`src/rtl/csp_ram.sv`:
```
// ----------------------------------------------------------------------------
// csp_ram
// generic single write, single read ram with registered read data
// ----------------------------------------------------------------------------
`default_nettype none

module csp_ram #(
  parameter int  Width = 8,
  parameter int  Depth = 64,
  localparam int AddrW = (Depth > 1) ? $clog2(Depth) : 1
) (
  input  wire logic             clk_i,
  input  wire logic             we_i,
  input  wire logic [AddrW-1:0] waddr_i,
  input  wire logic [Width-1:0] wdata_i,
  input  wire logic             re_i,
  input  wire logic [AddrW-1:0] raddr_i,
  output logic      [Width-1:0] rdata_o
);

  logic [Width-1:0] mem_q [Depth];

  always_ff @(posedge clk_i) begin
    if (we_i) begin
      mem_q[waddr_i] <= wdata_i;
    end
  end

  always_ff @(posedge clk_i) begin
    if (re_i) begin
      rdata_o <= mem_q[raddr_i];
    end
  end

endmodule

`default_nettype wire

```
`config.mk`:
```
export PLATFORM = sky130hd
export DESIGN_NAME = csp_ram
export DESIGN_NICKNAME = d
export VERILOG_FILES = /design/src/rtl/csp_ram.sv
export SDC_FILE = /design/constraint.sdc
export NUM_CORES = 1
export LEC_CHECK = 0
export ABC_CLOCK_PERIOD_IN_PS = 2700
export BUFFER_PORTS_ARGS = -buffer_cell sky130_fd_sc_hd__buf_2
export CORE_MARGIN = 8
export CORE_UTILIZATION = 60
export DETAILED_ROUTE_END_ITERATION = 8
export PLACE_DENSITY = 0.78
export SLEW_MARGIN = 20
export SYNTH_ARGS = -nofsm -noshare
export SYNTH_HDL_FRONTEND = slang
export SYNTH_SLANG_ARGS = --single-unit
```
`constraint.sdc`:
```
create_clock -name clk_i -period 2.7 [get_ports clk_i]
set_input_delay 0.405 -clock clk_i [delete_from_list [all_inputs] [get_ports clk_i]]
set_output_delay 0.405 -clock clk_i [all_outputs]
set_load 0.03 [all_outputs]
```
# After elaboration in Yosys (flattened, before gate mapping)
# Memory sizes are Yosys's and may differ from the RTL's. A register that Yosys moved wholly into a read port is not among the register bits.
# Cells that the tools add are included.
# W data, S select, Z words.
[word_totals]
regBits = 0
ramBits = 512
input_bits = 23
out_inout_bits = 8
wordCells = 3
n_memories = 1
[classes]
n_mux = 2
[mem_list]
columns = ["memory", "depth", "width", "read_ports", "rd_clocked_by_memory_dff", "write_ports", "line", "rtl"]
rows = [
  ["mem_q", 64, 8, 1, 1, 1, "21", "logic [Width-1:0] mem_q [Depth];"],
]
[ops]
columns = ["operator", "count"]
rows = [
  ["$mux W1", 2],
]

# Logic depth before layout (Yosys ltp)
# Gate-level depths: netlist of run 1.
[depth]
depth_word = 2
ltp_mapped = 9
ltp_nobuf = 5

# Worst setup path before layout of run 1
# Ideal clock, no wire load.
[synth_path]
path_type = "input port to flip-flop"
startpoint = "input port raddr_i[1]"
endpoint = "register rdata_o[3], read port of mem_q (data pin)"
setup_time_ps = 266
t_arrival_ps = 1945
path_slack_ps = 489
path_stages = 7
cell_sequence = "buf_4 buf_2 buf_2 mux4_2 mux4_2 o21ai_1 o41ai_1"
[synth_rtl]
columns = ["element", "line", "rtl"]
rows = [
  ["start, declared", "17", "input wire logic [AddrW-1:0] raddr_i,"],
  ["end, declared", "18", "output logic [Width-1:0] rdata_o"],
]

==> results of run 1 <==
[stage by stage]
stage | std cells | worst slack [ns] | total power, mW
3_3_place_gp | 1473 | 0.0215 | 10.0
2_1_floorplan | 940 | 0.489 | 9.64
6_report | 1566 | 0.417 | 16.9
3_5_place_dp | 1473 | -0.0284 | 10.0
5_1_grt | 1566 | 0.412 | 17.3
4_1_cts | 1565 | 0.387 | 16.9
[metal layers]
metal / GRT usage (%) / vias to the layer above / wire (um)
li1: - / 4205 / -
met3: 4.73 / 106 / 4710
met1: 33.4 / 5367 / 17400
met5: 0 / - / 65
met2: 38.6 / 617 / 22700
met4: 8.47 / 10 / 1530
[placed cells by master (no fill, tap or decap), types with 6 or more instances in the layout]
master / count
nand2b_1: 7
nand2_1: 19
clkinv_2: 16
buf_4: 94
nor2_1: 83
buf_12: 14
o22ai_1: 8
nor2b_1: 14
clkinv_1: 9
mux2_2: 13
a221oi_1: 6
mux4_2: 126
nor3_1: 7
mux2i_1: 23
o221ai_1: 8
edfxtp_1: 520
clkbuf_16: 51
bufinv_16: 7
nand3_1: 13
buf_2: 27
[cell families (layout without fill, tap and decap cells)]
| logic type | Yosys count | in the layout | synth area share (%) |
|---|---|---|---|
| other | 0 | 1 | 0 |
| DFF | 520 | 520 | 77.1 |
| muxes | 162 | 162 | 15.9 |
| and+or+nand+nor | 153 | 153 | 3.37 |
| buffers and inverters | 51 | 228 | 1.56 |
| AOI/OAI and AO/OA | 54 | 54 | 2.06 |
[flip-flops by register name (all words and copies together), names as in the netlist]
register / count
rdata_o: 8
mem_q: 512
[power groups by stage]
| stage | registers (mW) | clock network, mW | logic [mW] |
|---|---|---|---|
| 4_1_cts | 8.98 | 7.07 | 0.893 |
| 6_report | 8.98 | 7.01 | 0.894 |
| 3_5_place_dp | 9.15 | 0 | 0.878 |
| 3_3_place_gp | 9.15 | 0 | 0.855 |
| 2_1_floorplan | 9.16 | 0 | 0.476 |
| 5_1_grt | 8.98 | 7.38 | 0.940 |
[critical path, delay by kind of cell, from the launching register on]
kind | cells | cell delay (ns)
and+or+nand+nor | 1 | 0.44
DFF | 1 | 0.38
AOI/OAI and AO/OA | 2 | 0.43
muxes | 2 | 0.76
[cell type report]
type	count	share of cell area, %
clock inverter	37	1.56
sequential	520	67.1
antenna	1	0.0107
clock buffer	55	5.55
tap	448	2.41
timing repair buffer	136	4.87
multi-input combinational	369	18.5
[final timing paths]
check                             startpoint         end  slack (ns)  depth (start not counted)
worst min-delay path                    re_i  rdata_o[2]        0.23                          1
worst min register to register  mem_q[30][4]  rdata_o[4]        0.95                          3
worst max register to register  mem_q[20][6]  rdata_o[6]        0.42                          5
worst max-delay path            mem_q[20][6]  rdata_o[6]        0.42                          5
==> reports/results.ini, run 1 <==
[status]
outcome=finished, final reports clean

[job]
cap_violations=0

[grt]
gr-total-overflow=0
grtUsageTotal_pct=24.1
grt_pass1_wl_mm=69.0
antenna_found_initial=6
grt_max_degree=65
grt_pass1_vias=10500

[floorplan]
core_mm2=0.0334
die-area_mm2=0.0399
initial_core_util_pct=60.7
rows=67
die_w_um=200
fp.dieH_um=200
io_pins=31

[yosys]
yosysTopAreaCellShare_pct=77.1
ys_seq_area_share_pct=77.1
synthFlopType=edfxtp_1
synth.area.top_cells=edfxtp_1 (77%), mux4_2 (14%), nor2_1 (1.5%)
syn_nets=963
ys_ff_latch=520
synth.most_common_cell=edfxtp_1
synth.avg_cell_area_um2=21.5
yosysTopAreaCell=edfxtp_1
ys_warn_count=0
synth.cell_area_mm2=0.0202
synthTopCellsByCount=edfxtp_1 (520), mux4_2 (126), nor2_1 (83)
async_flop_share_pct=0
synth-edff-count=520
postSynthCellCount=940
netlist-cell-type-count=39

[clock_network]
ctsHoldBuffers=0
cts-root-buf=clkbuf_16
cts_made_buffers=49
post_cts_buffers=0
clock_latency_ns=0.58
cts_sinks=520
cts_max_path_buffers=3
cts_max_level=2
cts_tree=built
clk_pin_slew_worst_paths_ns=0.07
cts-resized-gates=0

[sta]
fin_crit_ns=2.28
tightestPinTransition_ns=0.704
setup_viol=0
finalCritPeriodShare_pct=84.6
hold_viol_final=0
slew_headroom_pct=51.9
tns_ns=0
fmax_mhz=438
finClkSkew_ns=0.0257
grt_setup_unrepaired=false
slew_violations=0
hold_slack_ns=0.228

[critical_path]
cpPeakStageDelay_ns=0.48
crit_type=reg2reg
startpoint_type=flip-flop
cp.required_ns=2.99
cp_max_fo=1
crit_slowest_cell=mux4_2
crit_chain=mux4_2 > mux2_2 > o221a_2 > nor3_1 > o32ai_1
crit_arrival_ns=2.58
critPathCaptureType=flip-flop

[final_layout]
design_area_mm2=0.0233
layout-drive-gt1-share_pct=31.9
final_core_util_pct=69.8
areaGrowthSynthToFinish_pct=15.0
multi_input_area_mm2=0.00432
seq_area_mm2=0.0156
fill_cells=1956
fin_nets=1099

[power]
p_seq_share_pct=53.2
peakVddDrop_v=0.000446
power_density_mw_per_mm2=725
clockPowerShare_pct=41.5
p_sw_share_pct=20.5
internal-power_mw=13.4
power.share.combinational_pct=5.3
power_leakage_nw=7.51
p_sw_mw=3.46

[drt]
antenna_left=0
first_pass_iters=5
wl_per_cell_um=29.6
vias_per_cell=6.58
vias=10300
drtIter0Drc=1252
wl_mm=46.4
drc_errors=0

[hold_path]
hold_path_class=in2reg

[place]
postPlaceCellArea_mm2=0.0216
io_buffers=30
hpwl_mm=28.8
place_congestion=0.841

Note: power is estimated with default switching activity, not from simulation.
==> run 2: changes to the inputs <==
- ABC_CLOCK_PERIOD_IN_PS: 2700 -> 2100
- CORE_UTILIZATION: 60 -> 56
- PLACE_DENSITY: 0.78 -> 0.77
- clock period: 2.7 -> 2.1 ns (I/O delays scaled with it)
==> run 2 against run 1 <==
Combinational power is 38% higher. Hold slack got worse by 0.039 ns. Critical endpoint is now rdata_o[4]. Power rose by 24%. Count of clock-buffer cells in the layout up 9. Via count decreased by 0.91%. Die area up 6.6%. Sequential power grew 28%. Fmax rose by 11%.
==> reports/results.ini, run 2 (same netlist as run 1, synthesis figures left out) <==
[grt]
grt_max_degree=65  ; unchanged
grt_pass1_wl_mm=66.2  ; was 69.0 mm
grt_pass1_vias=10600  ; was 10500
gr-total-overflow=0  ; unchanged
antenna_found_initial=3  ; was 6
grtUsageTotal_pct=21.2  ; was 24.1%

[final_layout]
top_register=mem_q  ; unchanged
layout_common_cells=edfxtp_1 (520), buf_4 (136), mux4_2 (126)  ; was edfxtp_1 (520), mux4_2 (126), buf_4 (94)
top_regs=mem_q x512, rdata_o x8  ; unchanged
areaGrowthSynthToFinish_pct=16.4  ; was 15.0%
largest_reg_flops=512  ; unchanged
layout-drive-gt1-share_pct=33.4  ; was 31.9%
layout_commonest_cell=edfxtp_1  ; unchanged
fin_nets=1146  ; was 1099
layoutNonFillerInstCount=1622  ; was 1566

[sta]
finalCritPeriodShare_pct=98.1  ; was 84.6%
finClkSkew_ns=0.0103  ; was 0.0257 ns
slew_violations=0  ; unchanged
setup_viol=0  ; unchanged
hold_viol_final=0  ; unchanged
tightestPinTransition_ns=0.712  ; was 0.704 ns
hold_slack_ns=0.189  ; was 0.228 ns
fin_crit_ns=2.06  ; was 2.28 ns
fmax_mhz=485  ; was 438 MHz
slew_headroom_pct=52.5  ; was 51.9%

[job]
cap_violations=0  ; unchanged

[status]
outcome=finished, final reports clean  ; unchanged

[critical_path]
critPathCaptureType=flip-flop  ; unchanged
crit_arrival_ns=2.34  ; was 2.58 ns
crit_type=reg2reg  ; unchanged
startpoint_type=flip-flop  ; unchanged
cp_max_fo=1  ; unchanged
cp.required_ns=2.38  ; was 2.99 ns
rr_worst_depth=6  ; was 5

[floorplan]
core_mm2=0.0356  ; was 0.0334 mm2
initial_core_util_pct=56.9  ; was 60.7%
io_pins=31  ; unchanged
rows=69  ; was 67
die-area_mm2=0.0425  ; was 0.0399 mm2
fp.dieH_um=206  ; was 200 um
die_w_um=206  ; was 200 um

[power]
power_leakage_nw=7.68  ; was 7.51 nW
clockPowerShare_pct=39.1  ; was 41.5%
power.share.combinational_pct=5.9  ; was 5.3%
internal-power_mw=16.7  ; was 13.4 mW
p_seq_share_pct=55.1  ; was 53.2%
p_sw_share_pct=20.4  ; was 20.5%
power_density_mw_per_mm2=888  ; was 725 mW/mm2
peakVddDrop_v=0.000912  ; was 0.000446 V
p_sw_mw=4.27  ; was 3.46 mW

[clock_network]
clk_pin_slew_worst_paths_ns=0.07  ; about the same
cts_tree=built  ; unchanged
clock_latency_ns=0.54  ; was 0.58 ns
cts_max_path_buffers=3  ; unchanged
cts_made_buffers=49  ; unchanged
cts-root-buf=clkbuf_16  ; unchanged
cts_max_level=2  ; unchanged
cts_sinks=520  ; unchanged

[hold_path]
hold_depth=1  ; unchanged
hold_path_class=in2reg  ; unchanged

[place]
dp.cells=1533  ; was 1473
place_congestion=0.838  ; was 0.841
io_buffers=30  ; unchanged
hpwl_mm=27.8  ; was 28.8 mm

[drt]
drc_errors=0  ; unchanged
wl_per_cell_um=27.3  ; was 29.6 um
drtIter0Drc=1212  ; was 1252
first_pass_iters=5  ; unchanged
antenna_left=0  ; unchanged
wl_mm=44.3  ; was 46.4 mm
vias_per_cell=6.30  ; was 6.58
vias=10200  ; was 10300

-- run 2: final cells by class --
type	instances	area, um2
Clock buffer	64	1280
Multi-Input combinational cell	369	4370
Sequential cell	520	15600
Timing Repair Buffer	183	1550
Fill cell	2218	12000
Antenna cell	1	2.50
Tap cell	461	577
Clock inverter	24	175
-- run 2: routing by layer --
layer	global-route usage [%]	vias up	wire, um
met3	4.29	103	3910
li1	-	4298	-
met5	0	-	23
met1	29.0	5261	17100
met2	34.0	545	21600
met4	7.53	4	1560
-- run 2: worst max-delay path: stages (launching register included) --
cell and delay [ns]:
edfxtp_1 0.37, mux4_2 0.47, mux2_2 0.30, o221a_4 0.28
nor3_2 0.16, buf_4 0.14, o32ai_1 0.07
-- run 2: power groups by stage --
stage	Clock, mW	Combinational, mW	Sequential, mW
finish	8.18	1.23	11.5
global route	8.67	1.30	11.5
CTS	8.29	1.22	11.5
detailed placement	0	1.21	11.8
global placement	0	1.18	11.8
floorplan	0	0.613	11.8
-- run 2: metrics by stage --
stage	setup TNS (ns)	setup slack (ns)	power (mW)	cell area [um2]	util (%)
6_report	0	0.0394	20.9	23600	66.3
5_1_grt	-0.00770	-0.00770	21.5	23600	66.3
4_1_cts	0	0.00699	21.0	23500	66.2
3_5_place_dp	-2.99	-0.469	13.0	22100	62.0
3_3_place_gp	-2.74	-0.476	12.9	22100	62.0
2_1_floorplan	0	0.00639	12.4	20200	-
-- run 2: what timing repair did --
item | in CTS | in global routing
hold buffers | 0 | 0
gates cloned | 0 | 0
resized for setup | 5 | 6
setup buffers | 0 | 0
pin swaps | 0 | 2
setup endpoints to repair | 4 | 5
-- run 2: final timing paths --
path,start,endpoint,slack [ns]
setup / recovery,mem_q[29][4],rdata_o[4],0.04
hold / removal,re_i,rdata_o[7],0.19
setup reg to reg,mem_q[29][4],rdata_o[4],0.04
hold reg to reg,mem_q[26][4],rdata_o[4],0.93
