==> src/rtl/csp_pkg.sv <==
// ----------------------------------------------------------------------------
// csp_pkg
// shared types, constants and helpers for the context slot pool
// ----------------------------------------------------------------------------
`default_nettype none

package csp_pkg;

  // pool geometry
  localparam int NumSlots      = 64;
  localparam int NumCpus       = 16;
  localparam int MaxCpuCount   = 16;
  localparam int SlotsPerCpu   = 4;
  localparam int SlotW         = $clog2(NumSlots);
  localparam int CpuW          = $clog2(NumCpus);
  localparam int CntW          = SlotW + 1;
  localparam int CfgW          = 5;
  localparam int ProdW         = CfgW + 5;
  localparam int ActiveCpusRst = 16;

  // free slot search, slots looked at per cycle
  localparam int ScanGroup     = 8;
  localparam int NumGroups     = NumSlots / ScanGroup;
  localparam int GrpW          = (NumGroups > 1) ? $clog2(NumGroups) : 1;

  typedef enum logic [2:0] {
    OpReserve = 3'd0,
    OpSeal    = 3'd1,
    OpFind    = 3'd2,
    OpRelease = 3'd3,
    OpSetNext = 3'd4,
    OpRead    = 3'd5
  } csp_op_e;

  typedef enum logic [2:0] {
    RcSuccess  = 3'd0,
    RcBusy     = 3'd1,
    RcBlocked  = 3'd2,
    RcNotFound = 3'd3,
    RcUsage    = 3'd4
  } csp_status_e;

  typedef enum logic [1:0] {
    StIdle,
    StExec,
    StScan,
    StRead
  } csp_state_e;

  typedef struct packed {
    logic [2:0]      opcode;
    logic [CpuW-1:0] cpu_id;
    logic [63:0]     command;
    logic [63:0]     transfer;
    logic            cancel_allowed;
    logic            contiguous;
    logic [5:0]      handle;
    logic [31:0]     next_fid;
  } csp_req_t;

  typedef struct packed {
    logic [2:0]  status;
    logic [5:0]  slot;
    logic [63:0] ctx_command;
    logic [63:0] ctx_transfer;
    logic        ctx_cancel_allowed;
    logic        ctx_contiguous;
    logic [31:0] ctx_expected_fid;
  } csp_rsp_t;

  // per-slot context words kept in the context ram
  typedef struct packed {
    logic [63:0] command;
    logic [63:0] transfer;
    logic        contiguous;
    logic        cancel_allowed;
  } csp_ctx_t;

  // outcome of the free slot search
  typedef struct packed {
    logic             done;
    logic             found;
    logic             blocked;
    logic [SlotW-1:0] slot;
  } csp_scan_t;

  // response with slot zeroed on any non-success status
  function automatic csp_rsp_t csp_mk_rsp(csp_status_e st, logic [SlotW-1:0] sl);
    csp_rsp_t r;
    r        = '0;
    r.status = st;
    r.slot   = (st == RcSuccess) ? sl : '0;
    return r;
  endfunction

endpackage

`default_nettype wire

==> src/rtl/csp_scan.sv <==
// ----------------------------------------------------------------------------
// csp_scan
// free slot search, one group of slots per cycle while run_i is high, lowest index first
// ----------------------------------------------------------------------------
`default_nettype none

module csp_scan (
  input  wire logic                         clk_i,
  input  wire logic                         rst_ni,
  input  wire logic                         start_i,
  input  wire logic                         run_i,
  input  wire logic [csp_pkg::NumSlots-1:0] free_i,
  input  wire logic [csp_pkg::NumSlots-1:0] resv_i,
  input  wire logic [csp_pkg::CntW-1:0]     n_i,
  output csp_pkg::csp_scan_t                res_o
);

  import csp_pkg::*;

  logic [GrpW-1:0]  grp_q, grp_d;
  logic             seen_q, seen_d;
  logic             found;
  logic [SlotW-1:0] fslot;
  logic             resv_here;
  logic             last;

  // lowest in-range free slot of the current group
  always_comb begin
    found     = 1'b0;
    fslot     = '0;
    resv_here = 1'b0;
    for (int j = ScanGroup - 1; j >= 0; j--) begin
      if ((int'(grp_q) * ScanGroup + j) < int'(n_i)) begin
        if (free_i[SlotW'(int'(grp_q) * ScanGroup + j)]) begin
          found = 1'b1;
          fslot = SlotW'(int'(grp_q) * ScanGroup + j);
        end
        if (resv_i[SlotW'(int'(grp_q) * ScanGroup + j)]) begin
          resv_here = 1'b1;
        end
      end
    end
  end

  assign last = ((int'(grp_q) + 1) * ScanGroup >= int'(n_i)) ||
                (int'(grp_q) == NumGroups - 1);

  always_comb begin
    res_o.done    = found || last;
    res_o.found   = found;
    res_o.slot    = fslot;
    // nothing free and nothing reserved: every active slot is sealed
    res_o.blocked = !(seen_q || resv_here);
  end

  always_comb begin
    grp_d  = grp_q;
    seen_d = seen_q;
    if (start_i) begin
      grp_d  = '0;
      seen_d = 1'b0;
    end else if (run_i && !res_o.done) begin
      grp_d  = grp_q + GrpW'(1);
      seen_d = seen_q || resv_here;
    end
  end

  always_ff @(posedge clk_i or negedge rst_ni) begin
    if (!rst_ni) begin
      grp_q  <= '0;
      seen_q <= 1'b0;
    end else begin
      grp_q  <= grp_d;
      seen_q <= seen_d;
    end
  end

endmodule

`default_nettype wire

==> config.mk <==
export PLATFORM = sky130hd
export DESIGN_NAME = csp_scan
export DESIGN_NICKNAME = d
export VERILOG_FILES = /design/src/rtl/csp_pkg.sv /design/src/rtl/csp_scan.sv
export SDC_FILE = /design/constraint.sdc
export NUM_CORES = 1
export LEC_CHECK = 0
export BUFFER_PORTS_ARGS = -buffer_cell sky130_fd_sc_hd__clkbuf_2
export CORE_MARGIN = 2
export CORE_UTILIZATION = 35
export DETAILED_ROUTE_END_ITERATION = 8
export GPL_ROUTABILITY_DRIVEN = 0
export GPL_TIMING_DRIVEN = 0
export PLACE_DENSITY = 0.79
export SLEW_MARGIN = 30
export SYNTH_ARGS = -nofsm -noshare
export SYNTH_HDL_FRONTEND = slang
export SYNTH_SLANG_ARGS = --single-unit
==> constraint.sdc <==
create_clock -name clk_i -period 2.65 [get_ports clk_i]
set_input_delay 0.1325 -clock clk_i [delete_from_list [all_inputs] [get_ports clk_i]]
set_output_delay 0.1325 -clock clk_i [all_outputs]
set_load 0.1 [all_outputs]
### Word-level counts from Yosys, hierarchy flattened

Cells that the tools add are included.
Widths: inputs -> output; s select.

| storage, ports and cells | value |
|---|---|
| logic and storage cells | 136 |
| bits in registers | 4 |

| operators by class | value |
|---|---|
| magnitude comparators | 17 |
| equal/unequal tests | 1 |
| add/sub/neg operators | 9 |
| multiplexer cells | 100 |
| reduce and logical (&&, ||, !) cells | 7 |

Operators with widths:

| cell | number |
|---|---|
| $lt 32x8->1 | 7 |
| $mux 6 | 16 |
| $bmux 1 s6 | 14 |
| $mux 1 | 66 |
| $lt 6x8->1 const B | 8 |
| $add 6x3->7 const B | 4 |
| $add 6x2->7 const B | 2 |
| $add 6x1->7 const B | 1 |
| $ge 7x7->1 | 1 |
| $lt 6x7->1 | 1 |
| $bmux 1 s3 | 2 |
| $mux 3 | 2 |
| $add 3x1->4 const B | 1 |
| $add 3x1->3 const B | 1 |
| $eq 3x1->1 const B | 1 |
| $logic_or 1x1->1 | 3 |
| $logic_not 1->1 | 2 |
| $reduce_bool 2->1 | 1 |
| $logic_and 1x1->1 | 1 |

### Depth between registers and ports, before layout

| logic depth | value |
|---|---|
| depth in word-level cells | 25 |
| gate-level depth with buffers | 11 |
| mapped depth without buffers | 8 |

### Least setup slack after synthesis

OpenSTA, ideal clock, no wires.

| timing | value |
|---|---|
| path kind | register to output |
| from | register grp_q[0] |
| to | output res_o[0] (netlist bit) |
| setup slack | -1009 ps |
| data arrival time | 3527 ps |
| stages on the path, launching flop included | 10 |
| required time | 2518 ps |
| buffers on the path | 1 |
| cells stage by stage | dfrtp_1 buf_2 inv_2 ha_1 o21ba_2 o22ai_1 nor3_1 a41oi_1 a211o_1 a21oi_1 |

RTL lines:

| what | line | RTL |
|---|---|---|
| start: declaration | csp_scan.sv:20 | `logic [GrpW-1:0] grp_q, grp_d;` |
| start signal: assignment | csp_scan.sv:73 | `grp_q <= grp_d;` |
| end: declaration | csp_scan.sv:15 | `output csp_pkg::csp_scan_t res_o` |

==> results.yml <==
outcome:
  outcome: "finished, violations left"
  violations: "setup timing"
synth:
  syn_area_cell_sq_um: 10.3
  ys_warn_count: 0
  synthesis_stage_register_bit_count: 4
  ys_dominant_reg_cell: "sky130_fd_sc_hd__dfrtp_1"
  ys_seq_area_frac: 0.0488
  yosys.area.top_type_share: 0.351
  post_synth_instance_area_sq_mm: 0.00205
  ys_types: 55
  ys_top_cells_by_area: "sky130_fd_sc_hd__mux4_2, sky130_fd_sc_hd__ha_1, sky130_fd_sc_hd__mux4_1"
  postSynthNetCount: 348
  synth_enable_flop_cells: 0
  syn-instance-count: 199
  synth_async_sr_flop_share: 1.00
  synth_area_leader_cell: "sky130_fd_sc_hd__mux4_2"
timing:
  rsz0062_at_grt: "yes"
  highest_clock_frequency_the_design_can_meet_ghz: 0.336
  finalWorstPathRequiredPeriod_ps: 2980
  slew_headroom: 0.669
  fin_hold_ws_ps: 160
  timing_worst_slew_pin_value_ps: 497
  finalClockSkew_ps: 1.55
  final-setup-viol-count: 11
  totalNegativeSetupSlack_ps: -1470
  timing.final.max_slew_violations: 0
  final-hold-violation-count: 0
  crit_share_post_route: 1.12
  finalWorstSetupSlack_ps: -328
worst_setup_path:
  critical_path_peak_fanout: 4
  path_class: "flip-flop to primary output"
  worst_path_max_delay_cell: "sky130_fd_sc_hd__dfrtp_2"
  critical_path.endpoint_type: "primary output"
  timing.critical_path.buf_inv: 3
  cp.required_ps: 2520
  crit_path_arrival_time_ps: 2850
  worst_path_largest_cell_delay_ps: 420
  critical_path.startpoint_type: "flip-flop"
  timing.critical_path.max_delay_family: "compound AO/OA/AOI/OAI gates"
  path_cells: "buf_8 > inv_8 > ha_4 > nand2b_4 > a211o_4 > a21boi_4 > o31a_1 > nand3b_1 > a311o_2 > clkbuf_16"
route:
  drt_iter0_markers: 199
  average_wire_per_cell_in_the_routed_design_um: 20.5
  drt_first_pass_iters: 4
  dr_vias_cell: 5.96
  postRouteWirelength_mm: 9.23
  antenna_violating_nets_post_route: 0
  drc: 0
  detailroute.via_count: 2686
cells_and_area:
  layout_common_cells: "sky130_fd_sc_hd__clkbuf_2, sky130_fd_sc_hd__mux4_2, sky130_fd_sc_hd__buf_4"
  n_antenna_cell: 0
  fillers: 425
  regArea_sq_um: 104
  total_area_of_multi_input_combinational_cells_sq_mm: 0.00216
  area_growth_syn_to_layout_pct: 84.0
  layout-drive-gt1-share: 0.741
  finish.net_count: 530
  final_common_cell: "sky130_fd_sc_hd__clkbuf_2"
pwr:
  power.ir.vdd_worst_mv: 0.150
  power.share.clock: 0.248
  seq_power_share: 0.116
  switchingPower_w: 0.000189
  combPwrFrac: 0.636
  switching_fraction: 0.355
  cellLeakagePower_nw: 1.72
  cell_internal_pwr_w: 0.000344
  total_power_after_layout_w: 0.000533
  powerDensity_mw_per_mm2: 141
floorplanning:
  core-area_sq_mm: 0.00557
  initial_utilization: 0.368
  overall_die_area_sq_mm: 0.00649
  rows: 27
  die_y_um: 80.5
  io-pin-count: 148
  die_w_um: 80.5
cts:
  clock_tree.root_cell: "sky130_fd_sc_hd__clkbuf_8"
  later_pin_clock_latency_in_the_skew_report_ps: 220
  numCtsBuffers: 3
  cts-htree-levels: 1
  tritoncts_clock_tree: "built"
  clkTransAtPathRegs_ps: 30
  cts_num_sinks: 4
  cts.path.max_buffers: 2
job:
  max-cap-violations: 0
grt:
  grt_max_degree: 11
  antenna_found_initial: 0
  grt_remaining_overflow: 0
  grt_first_pass_wirelength_mm: 13.6
  overall_track_demand_over_capacity_in_global_routing: 0.273
  vias_in_the_first_global_route: 2849
worst_hold_path:
  worstHoldPathType: "input port to flip-flop"
placed_design:
  placement.io_buffers: 147
  hpwl_mm: 6.67
==> metrics by stage <==
step | util | cell area (sq um) | worst slack [ps] | cells
floorplan | - | 2140 | -43.3 | 199
global placement | 0.533 | 2970 | -625 | 418
detailed placement | 0.533 | 2970 | -711 | 418
CTS | 0.639 | 3560 | -265 | 438
global route | 0.677 | 3770 | -381 | 451
finish | 0.677 | 3770 | -328 | 451
==> kinds of logic (layout without fill, tap and decap cells) <==
group | Yosys count | count (layout) | share of synthesized area
buffers and inverters | 23 | 203 | 0.0641
multiplexers | 48 | 48 | 0.466
flip-flops | 4 | 4 | 0.0488
adder cells (fa/ha/maj) | 10 | 10 | 0.0610
AO/OA/AOI/OAI | 50 | 50 | 0.187
AND/OR/NAND/NOR | 64 | 64 | 0.173
==> worst register-to-register path, delay by kind of cell, from the launching register on <==
kind	cells	cell delay, ps
DFF	1	440
and+or+nand+nor	3	530
adders and majority gates	1	220
AOI/OAI and AO/OA	2	690
buffers and inverters	3	430
muxes	1	290
==> sequential cells by signal (all words and copies together) (netlist names) <==
register,cells
grp_q,3
seen_q,1
==> routing by layer <==
metal,track usage,up-vias,part of all wire,wire length [um]
li1,-,1189,-,-
met1,0.318,1298,0.37,3380
met2,0.504,164,0.53,4890
met3,0.0326,35,0.068,626
met4,0.110,0,0.037,338
met5,0,-,0,0
==> what timing repair did <==
item                                    in CTS  in global routing
endpoints found under the setup margin      13                 13
endpoints found under the hold margin        4                  0
gates resized for setup                     78                 33
hold buffers                                 1                  0
setup buffers                               15                 16
pin swaps                                   15                 24
gates cloned                                 1                  0
==> synthesized netlist by cell type (4+ instances only) <==
library cell and number:
sky130_fd_sc_hd__mux4_2 32, sky130_fd_sc_hd__nand2_1 21, sky130_fd_sc_hd__nor2_1 12, sky130_fd_sc_hd__nand2b_1 11, sky130_fd_sc_hd__ha_1 10, sky130_fd_sc_hd__inv_1 9
sky130_fd_sc_hd__a21oi_1 8, sky130_fd_sc_hd__mux2i_1 8, sky130_fd_sc_hd__buf_2 6, sky130_fd_sc_hd__a211oi_1 5, sky130_fd_sc_hd__buf_4 5, sky130_fd_sc_hd__a32oi_1 4
sky130_fd_sc_hd__dfrtp_1 4, sky130_fd_sc_hd__mux4_1 4
==> path summary, 6_finish.rpt <==
path / from / to / slack [ps] / cells after the start
max: grp_q[0] / res_o[8] / -330 / 10
min: start_i / seen_q / 160 / 2
max reg2reg: grp_q[1] / grp_q[0] / -70 / 10
min reg2reg: seen_q / seen_q / 580 / 2
max in group asynchronous: rst_ni / grp_q[1] / 2240 / 2
min in group asynchronous: rst_ni / grp_q[2] / 270 / 2
==> final cells by class <==
cell class	instances	area share
plain buffers	11	0.0418
clock buffers	3	0.0109
inverters	10	0.0129
multi-input cells	172	0.571
flip-flops and latches	4	0.0275
well taps	72	0.0239
repair buffers	179	0.312
==> power groups by stage <==
stage	sequential (W)	clock, W	combinational (W)
after floorplan	0.0000624	0	0.000139
after global placement	0.0000624	0	0.000265
after detailed placement	0.0000624	0	0.000274
after CTS	0.0000617	0.000132	0.000309
after global routing	0.0000617	0.000135	0.000359
final	0.0000617	0.000132	0.000339
No activity file was read; power rests on OpenSTA's default activity.
